$ cat src/rtl/rycc_pkg.sv
// rycc_pkg: shared types, constants and helpers of the rgb to ycbcr 4:2:0 converter
// used by rycc_color_math and rgb_to_ycbcr420_converter_unit; no dependencies
`default_nettype none

package rycc_pkg;

    // default frame limits
    localparam int DEF_MAX_WIDTH  = 4096;
    localparam int DEF_MAX_HEIGHT = 4096;

    // configuration port
    localparam int CFG_W     = 13;
    localparam int CFG_IDX_W = 1;
    localparam logic [CFG_IDX_W-1:0] REG_FRAME_WIDTH  = 1'b0;
    localparam logic [CFG_IDX_W-1:0] REG_FRAME_HEIGHT = 1'b1;

    // plane coordinate width
    localparam int POS_W = 12;

    // fixed point Q16 coefficients
    localparam int Q      = 16;
    localparam int HALF   = 1 << (Q - 1);
    localparam int C_Y_R  = 11966;
    localparam int C_Y_G  = 40254;
    localparam int C_Y_B  = 4064;
    localparam int C_U_R  = -6595;
    localparam int C_U_G  = -22190;
    localparam int C_U_B  = 28782;
    localparam int C_V_R  = 28782;
    localparam int C_V_G  = -26145;
    localparam int C_V_B  = -2637;
    localparam int C_Y_OFFSET = (16 << Q) + HALF;
    localparam int C_C_OFFSET = (128 << Q) + HALF;

    // width of the signed chroma accumulation
    localparam int ACC_W = 29;

    typedef struct packed {
        logic [7:0] blue;
        logic [7:0] green;
        logic [7:0] red;
    } t_pixel;

    typedef struct packed {
        logic             is_chroma;
        logic [7:0]       luma;
        logic [7:0]       cb;
        logic [7:0]       cr;
        logic [POS_W-1:0] pos_x;
        logic [POS_W-1:0] pos_y;
        logic             last_of_run;
    } t_result;

    // horizontal pair sums, packed as b | g << 9 | r << 18
    typedef struct packed {
        logic [8:0] red;
        logic [8:0] green;
        logic [8:0] blue;
    } t_pair_sum;

    // per item position and chroma flag that travel with the data
    typedef struct packed {
        logic             has_chroma;
        logic [POS_W-1:0] luma_x;
        logic [POS_W-1:0] luma_y;
        logic [POS_W-1:0] chroma_x;
        logic [POS_W-1:0] chroma_y;
    } t_side;

    // contents of the first pipeline stage
    typedef struct packed {
        t_pixel    pixel;
        t_pair_sum pair;
        logic      row_odd;
        t_side     side;
    } t_stage_a;

    // stage load strobes from the pipeline control
    typedef struct packed {
        logic load_b;
        logic load_c;
    } t_stage_ctl;

    // floor shift by Q then clamp to 0..255
    function automatic logic [7:0] clamp_q16(input logic signed [ACC_W-1:0] v);
        logic [7:0] res;
        if (v < 0) begin
            res = 8'd0;
        end else if (v[ACC_W-1:Q] > (ACC_W - Q)'(255)) begin
            res = 8'd255;
        end else begin
            res = v[Q+7:Q];
        end
        return res;
    endfunction

endpackage

`default_nettype wire

$ cat src/rtl/rycc_color_math.sv
// rycc_color_math: two stage color matrix, products then sums, rounding and clamp
// depends on rycc_pkg
`default_nettype none

module rycc_color_math (
    input  wire logic                 i_clk,
    input  wire rycc_pkg::t_stage_ctl i_ctl,
    input  wire rycc_pkg::t_stage_a   i_stage,
    input  wire rycc_pkg::t_pair_sum  i_top,
    output rycc_pkg::t_side           o_side,
    output logic [7:0]                o_luma,
    output logic [7:0]                o_cb,
    output logic [7:0]                o_cr
);
    import rycc_pkg::*;

    t_pair_sum top_sel;
    logic [9:0] sum_r, sum_g, sum_b;

    // product stage
    t_side                    r_side_b;
    logic [23:0]              r_py_r, r_py_g, r_py_b;
    logic signed [26:0]       r_pu_r, r_pu_g, r_pu_b;
    logic signed [26:0]       r_pv_r, r_pv_g, r_pv_b;

    // sum stage
    logic [24:0]              y_sum;
    logic signed [ACC_W-1:0]  u_sum, v_sum, u_q, v_q, u_off, v_off;

    t_side                    r_side_c;
    logic [7:0]               r_luma, r_cb, r_cr;

    // last row of an odd height frame pairs with itself
    always_comb begin
        top_sel = i_stage.row_odd ? i_top : i_stage.pair;
        sum_r   = 10'(top_sel.red)   + 10'(i_stage.pair.red);
        sum_g   = 10'(top_sel.green) + 10'(i_stage.pair.green);
        sum_b   = 10'(top_sel.blue)  + 10'(i_stage.pair.blue);
    end

    always_ff @(posedge i_clk) begin
        if (i_ctl.load_b) begin
            r_side_b <= i_stage.side;
            r_py_r   <= 24'(i_stage.pixel.red   * C_Y_R);
            r_py_g   <= 24'(i_stage.pixel.green * C_Y_G);
            r_py_b   <= 24'(i_stage.pixel.blue  * C_Y_B);
            r_pu_r   <= 27'(signed'({1'b0, sum_r}) * C_U_R);
            r_pu_g   <= 27'(signed'({1'b0, sum_g}) * C_U_G);
            r_pu_b   <= 27'(signed'({1'b0, sum_b}) * C_U_B);
            r_pv_r   <= 27'(signed'({1'b0, sum_r}) * C_V_R);
            r_pv_g   <= 27'(signed'({1'b0, sum_g}) * C_V_G);
            r_pv_b   <= 27'(signed'({1'b0, sum_b}) * C_V_B);
        end
    end

    // divide by four toward zero, then offset
    always_comb begin
        y_sum = 25'(r_py_r) + 25'(r_py_g) + 25'(r_py_b) + 25'(C_Y_OFFSET);
        u_sum = ACC_W'(r_pu_r) + ACC_W'(r_pu_g) + ACC_W'(r_pu_b);
        v_sum = ACC_W'(r_pv_r) + ACC_W'(r_pv_g) + ACC_W'(r_pv_b);
        u_q   = (u_sum + (u_sum[ACC_W-1] ? ACC_W'(signed'(3)) : ACC_W'(signed'(0)))) >>> 2;
        v_q   = (v_sum + (v_sum[ACC_W-1] ? ACC_W'(signed'(3)) : ACC_W'(signed'(0)))) >>> 2;
        u_off = u_q + ACC_W'(C_C_OFFSET);
        v_off = v_q + ACC_W'(C_C_OFFSET);
    end

    always_ff @(posedge i_clk) begin
        if (i_ctl.load_c) begin
            r_side_c <= r_side_b;
            r_luma   <= clamp_q16(ACC_W'(y_sum));
            r_cb     <= clamp_q16(u_off);
            r_cr     <= clamp_q16(v_off);
        end
    end

    assign o_side = r_side_c;
    assign o_luma = r_luma;
    assign o_cb   = r_cb;
    assign o_cr   = r_cr;

endmodule

`default_nettype wire
$ cat config.mk
export PLATFORM = sky130hd
export DESIGN_NAME = rycc_color_math
export DESIGN_NICKNAME = d
export VERILOG_FILES = /design/src/rtl/rycc_pkg.sv /design/src/rtl/rycc_color_math.sv
export SDC_FILE = /design/constraint.sdc
export NUM_CORES = 2
export LEC_CHECK = 0
export ABC_AREA = 0
export BUFFER_PORTS_ARGS = -buffer_cell sky130_fd_sc_hd__buf_2
export CORE_MARGIN = 2
export CORE_UTILIZATION = 60
export CTS_BUF_LIST = sky130_fd_sc_hd__clkbuf_8
export DETAILED_ROUTE_END_ITERATION = 16
export PLACE_DENSITY = 0.8
export SLEW_MARGIN = 20
export SYNTH_ARGS = -nofsm -noshare
export SYNTH_HDL_FRONTEND = slang
export SYNTH_SLANG_ARGS = --single-unit
$ cat constraint.sdc
create_clock -name i_clk -period 10.46 [get_ports i_clk]
set_input_delay 1.569 -clock i_clk [delete_from_list [all_inputs] [get_ports i_clk]]
set_output_delay 1.569 -clock i_clk [all_outputs]
set_load 0.02 [all_outputs]
# --- Word level (Yosys, flattened, before mapping) ---
# Cells that the tools add are included.
op_classes:
  mux: 5
  multipliers: 9
  n_addsub: 14
  order_cmp: 5
ops:
  columns: ["cell", "count"]
  rows:
  - ["$add 29x3->29", 2]
  - ["$add 27x25->28 const B", 2]
  - ["$lt 28x1->1 const B", 2]
  - ["$mul 10x14->24 const B", 2]
  - ["$add 9x9->10", 3]
  - ["$add 28x24->29", 1]
  - ["$add 28x26->29", 1]
  - ["$add 25x27->28", 1]
  - ["$add 26x27->28", 1]
  - ["$mul 11x16->27 const B", 1]
  - ["$mux 27", 1]
  - ["$gt 13x8->1 const B", 2]
  - ["$mul 11x15->26 const B", 1]
  - ["$add 22x24->25", 1]
  - ["$add 25x20->25", 1]
  - ["$add 25x21->25 const B", 1]
  - ["$mul 11x14->25 const B", 1]
  - ["$mul 11x13->24 const B", 1]
  - ["$mul 8x15->23 const B", 1]
  - ["$mul 8x13->21 const B", 1]
  - ["$mux 8", 2]
  - ["$mul 8x7->15 const B", 1]
  - ["$gt 9x8->1 const B", 1]
  - ["$mux 2", 2]
totals:
  reg_bits: 331
  output_inout_bits: 73
  input_bits: 131
  elab_cells: 55

# --- Logic depth before layout (Yosys ltp) ---
logic_depth:
  ltp_word: 7
  mapped_depth: 35

# --- Worst setup path before layout ---
# OpenSTA, ideal clock, no wires.
synth_timing:
  kind: "input -> register"
  start: "input port i_stage[49] (netlist name)"
  end: "register r_pu_r[24] (netlist name)"
  required_time_ps: 10200
  cell_stages: 30
  arrival_ps: 8641
  path_slack_ps: 1559
  cell_sequence: "clkbuf_1 > clkbuf_1 > nand2_1 > o21a_1 > fa_1 > inv_1 > a21oi_1 > o21bai_1 > xor2_1 > fa_1 > ha_1 > ha_1 > inv_1 > fa_1 > fa_1 > inv_1 > ha_1 > nor2b_1 > o21ai_0 > a21boi_0 > o21ai_0 > a21boi_0 > o21ai_0 > a21oi_1 > nor2_1 > a2111oi_0 > nor3_1 > o41ai_1 > a21oi_1 > xnor2_1"
synth_via:
  elab_chain_len: 3
synth_lines:
  columns: ["element", "line", "text"]
  rows:
  - ["start: declaration", "rycc_color_math.sv:8", "input wire rycc_pkg::t_stage_a i_stage,"]
  - ["$mux 27", "rycc_color_math.sv:35", "top_sel = i_stage.row_odd ? i_top : i_stage.pair;"]
  - ["$add 9x9->10", "rycc_color_math.sv:36", "sum_r = 10'(top_sel.red) + 10'(i_stage.pair.red);"]
  - ["$mul 11x14->25", "rycc_color_math.sv:47", "r_pu_r <= 27'(signed'({1'b0, sum_r}) * C_U_R);"]
# Every way passes these cells.
# A chain may end at the register's enable or synchronous reset.

# --- Worst setup path after layout ---
layout_timing:
  start: "input port i_stage[49] (netlist name)"
  end: "register r_pv_g[25], data pin"
layout_via:
  elab_chain_len: 3
layout_lines:
  columns: ["element", "line", "text"]
  rows:
  - ["$mux 27", "rycc_color_math.sv:35", null]
  - ["$add 9x9->10", "rycc_color_math.sv:37", "sum_g = 10'(top_sel.green) + 10'(i_stage.pair.green);"]
  - ["$mul 11x16->27", "rycc_color_math.sv:51", "r_pv_g <= 27'(signed'({1'b0, sum_g}) * C_V_G);"]
  - ["end signal: assignment", "rycc_color_math.sv:51", null]
  - ["end: declaration", "rycc_color_math.sv:24", "logic signed [26:0] r_pv_r, r_pv_g, r_pv_b;"]
# Every way passes these cells.

==> flow_metrics.py <==
metrics = {
    "outcome": {
        "status": "finished clean",
    },
    "floorplanning": {
        "die_height_um": 262,
        "io_pins": 204,
        "rows": 94,
        "core_um2": 65700,
        "chipWidth_um": 262,
        "fp.dieArea_um2": 68500,
        "start_util_pct": 60.6,
    },
    "cts": {
        "cts_resized": 0,
        "cts_setup_buffers": 0,
        "numCtsBuffers": 56,
        "hold_buffers": 0,
        "cts_max_level": 2,
        "cts_root_buf": "clkbuf_8",
        "worst_skew_pair.late_latency_ns": 0.66,
        "cts_sinks": 327,
        "max-clock-path-buffers": 3,
        "clk_transition_reported_paths_ns": 0.06,
        "cts_tree": "built",
    },
    "yosys": {
        "yosysWarnings": 0,
        "postSynthCellCount": 3658,
        "synth_most_common_cell": "inv_1",
        "seq_area_frac_synth_pct": 24.6,
        "yosysTopAreaCellShare_pct": 24.6,
        "yosys-top-cells-count": "inv_1 (774), ha_1 (668), fa_1 (483)",
        "synthTopCellsByArea": "edfxtp_1 (25%), fa_1 (24%), ha_1 (21%)",
        "synth_nets": 4940,
        "synth.avg_cell_area_um2": 10.9,
        "async_flop_share_pct": 0,
        "synth_area_um2": 39900,
        "synth-edff-count": 327,
        "synth_flop_cell": "edfxtp_1",
        "ys_seq_elements": 327,
        "ys_types": 90,
        "synth_area_leader_cell": "edfxtp_1",
    },
    "global_route": {
        "grt_usage_pct": 27.1,
        "grt_max_degree": 108,
        "grt-ovfl-total": 0,
        "antenna_found_initial": 3,
        "grt_pass1_vias": 28000,
        "grt_pass1_wl_um": 145000,
    },
    "sta": {
        "finalSetupViolCount": 0,
        "finalSetupTns_ns": 0,
        "min_period_ns": 9.04,
        "timing.fmax_mhz": 111,
        "rsz0062_at_grt": "no",
        "tightestPinTransition_ns": 1.02,
        "final.setup_skew_ns": 0.0269,
        "slew_headroom_pct": 32.2,
        "finalHoldViolCount": 0,
        "period_share_pct": 86.5,
        "slew_violations": 0,
    },
    "final_layout": {
        "fin_nets": 5205,
        "syn_to_final_growth_pct": 8.16,
        "nFillCells": 4982,
        "n_antenna_cell": 0,
        "drive_gt1_share_pct": 9.62,
    },
    "worst_setup_path": {
        "reg2reg_from": "r_pu_r[2]$_DFFE_PP_",
        "reg2reg_to": "o_cb[0]$_SDFFCE_PP0P_",
        "worst_setup_path_end_kind": "register",
        "worstPathArrival_ns": 9.44,
        "cp-start-kind": "primary input",
        "cp_data_required_time_ns": 10.86,
        "crit_path_max_fanout": 16,
        "critPathKind": "in -> reg",
        "worstRegToRegCells": 17,
        "r2r_slack_ns": 4.38,
    },
    "hold_path": {
        "holdPathEnd": "o_side[8]$_DFFE_PP_",
        "hold_class": "reg -> reg",
        "holdPathStages": 0,
        "worstHoldStart": "r_side_b[8]$_DFFE_PP_",
    },
    "detailed_routing": {
        "dr.pass1.iters": 5,
        "dr.first_iter.drc_count": 1832,
        "avgViaCountPerCell": 5.59,
        "routed_wl_um": 90600,
        "vias": 27000,
        "post_drt_wl_per_cell_um": 18.8,
        "ant_nets": 0,
        "drc": 0,
    },
    "placed_design": {
        "dp.final_hpwl_um": 77400,
        "gp_congestion": 0.991,
        "numPortBuffers": 203,
    },
    "run": {
        "drv_cap": 0,
    },
}
==> how the worst max path moves through the flow <==
stage,from,end,slack [ns],cells after the start
after floorplan,i_stage[49],r_pu_r[24]$_DFFE_PP_,1.56,30
after global placement,i_stage[49],r_pv_g[25]$_DFFE_PP_,1.14,27
after detailed placement,i_stage[49],r_pv_g[25]$_DFFE_PP_,0.88,27
after CTS,i_stage[49],r_pv_g[25]$_DFFE_PP_,1.55,26
after global routing,i_stage[49],r_pv_g[25]$_DFFE_PP_,1.02,26
final,i_stage[49],r_pv_g[25]$_DFFE_PP_,1.42,26
==> critical path, cell delays in order <==
cell       delay, ns
buf_2           0.40
mux2_2          0.39
ha_1            0.21
fa_1            0.44
a21o_1          0.17
a21oi_1         0.24
xnor2_1         0.41
fa_1            0.66
ha_1            0.29
inv_1           0.09
fa_1            0.42
inv_1           0.22
fa_1            0.45
fa_1            0.44
ha_1            0.34
a21boi_0        0.15
o21ai_0         0.43
a211oi_1        0.16
a2111oi_0       0.63
o31ai_1         0.23
nor4_1          0.37
o31ai_1         0.18
o21ai_0         0.19
nand2b_1        0.08
a21oi_1         0.18
xnor2_1         0.08
==> kinds of logic after synthesis <==
logic type / synth area share (%)
flops: 24.6
xor+xnor: 5.45
compound gates: 9.33
fa+ha+maj: 45.3
buf+inv: 7.60
mux: 0.876
simple gates: 6.87
==> state kept, by name, indices dropped and copies added, names as in the netlist, 15 cells and up <==
signal and flops:
r_pv_g 27, r_pv_b 24, o_side 49, r_py_g 23, r_pv_r 23, r_pu_g 25
r_side_b 49, r_pu_b 22, r_py_r 21, r_pu_r 25, r_py_b 15
==> placed cells by master, fill, tap and decap left out, types with 18 or more instances in the layout <==
cell,count
mux2_2,27
nand3_1,47
fa_1,483
a21boi_0,18
or2_2,21
clkbuf_8,56
nor2b_1,27
buf_2,201
nor3_1,60
a211oi_1,18
nand2_1,111
o21a_1,32
nand4_1,21
o21bai_1,41
nor2_1,134
o21ai_0,81
ha_1,668
nand2b_1,21
xnor2_1,192
a21o_1,57
inv_1,786
xor2_1,54
edfxtp_1,327
buf_4,25
a21oi_1,179
==> metal layers <==
layer | vias to the layer above | share of wire, % | global-route usage [%]
met3 | 173 | 8.1 | 6.66
met5 | - | 0.034 | 0
li1 | 12900 | - | -
met1 | 13100 | 42 | 35.0
met4 | 4 | 3.4 | 9.14
met2 | 810 | 47 | 45.0
==> cell type report <==
cell class                 instances  area [um2]  share of cell area [%]
multi-input combinational       2537       27000                    62.7
sequential                       327        9820                    22.8
inverter                         774        2910                    6.74
timing repair buffer             227        1210                    2.80
tap                              864        1080                    2.51
clock buffer                      56         771                    1.79
clock inverter                    40         314                   0.728
==> stage by stage <==
step / utilization (%) / cell area (um2) / setup slack [ns] / std cells / hold WS (ns)
after floorplan: - / 39900 / 1.56 / 3658 / 0.400
after global placement: 63.9 / 42000 / 1.14 / 4729 / 0.401
after detailed placement: 63.9 / 42000 / 0.878 / 4729 / 0.405
after CTS: 65.6 / 43100 / 1.55 / 4825 / 0.416
after global routing: 65.6 / 43100 / 1.02 / 4825 / 0.421
final: 65.6 / 43100 / 1.42 / 4825 / 0.414
Power is not shown: default switching activity piles up to over one toggle a cycle in this logic, so the estimate is an artifact.
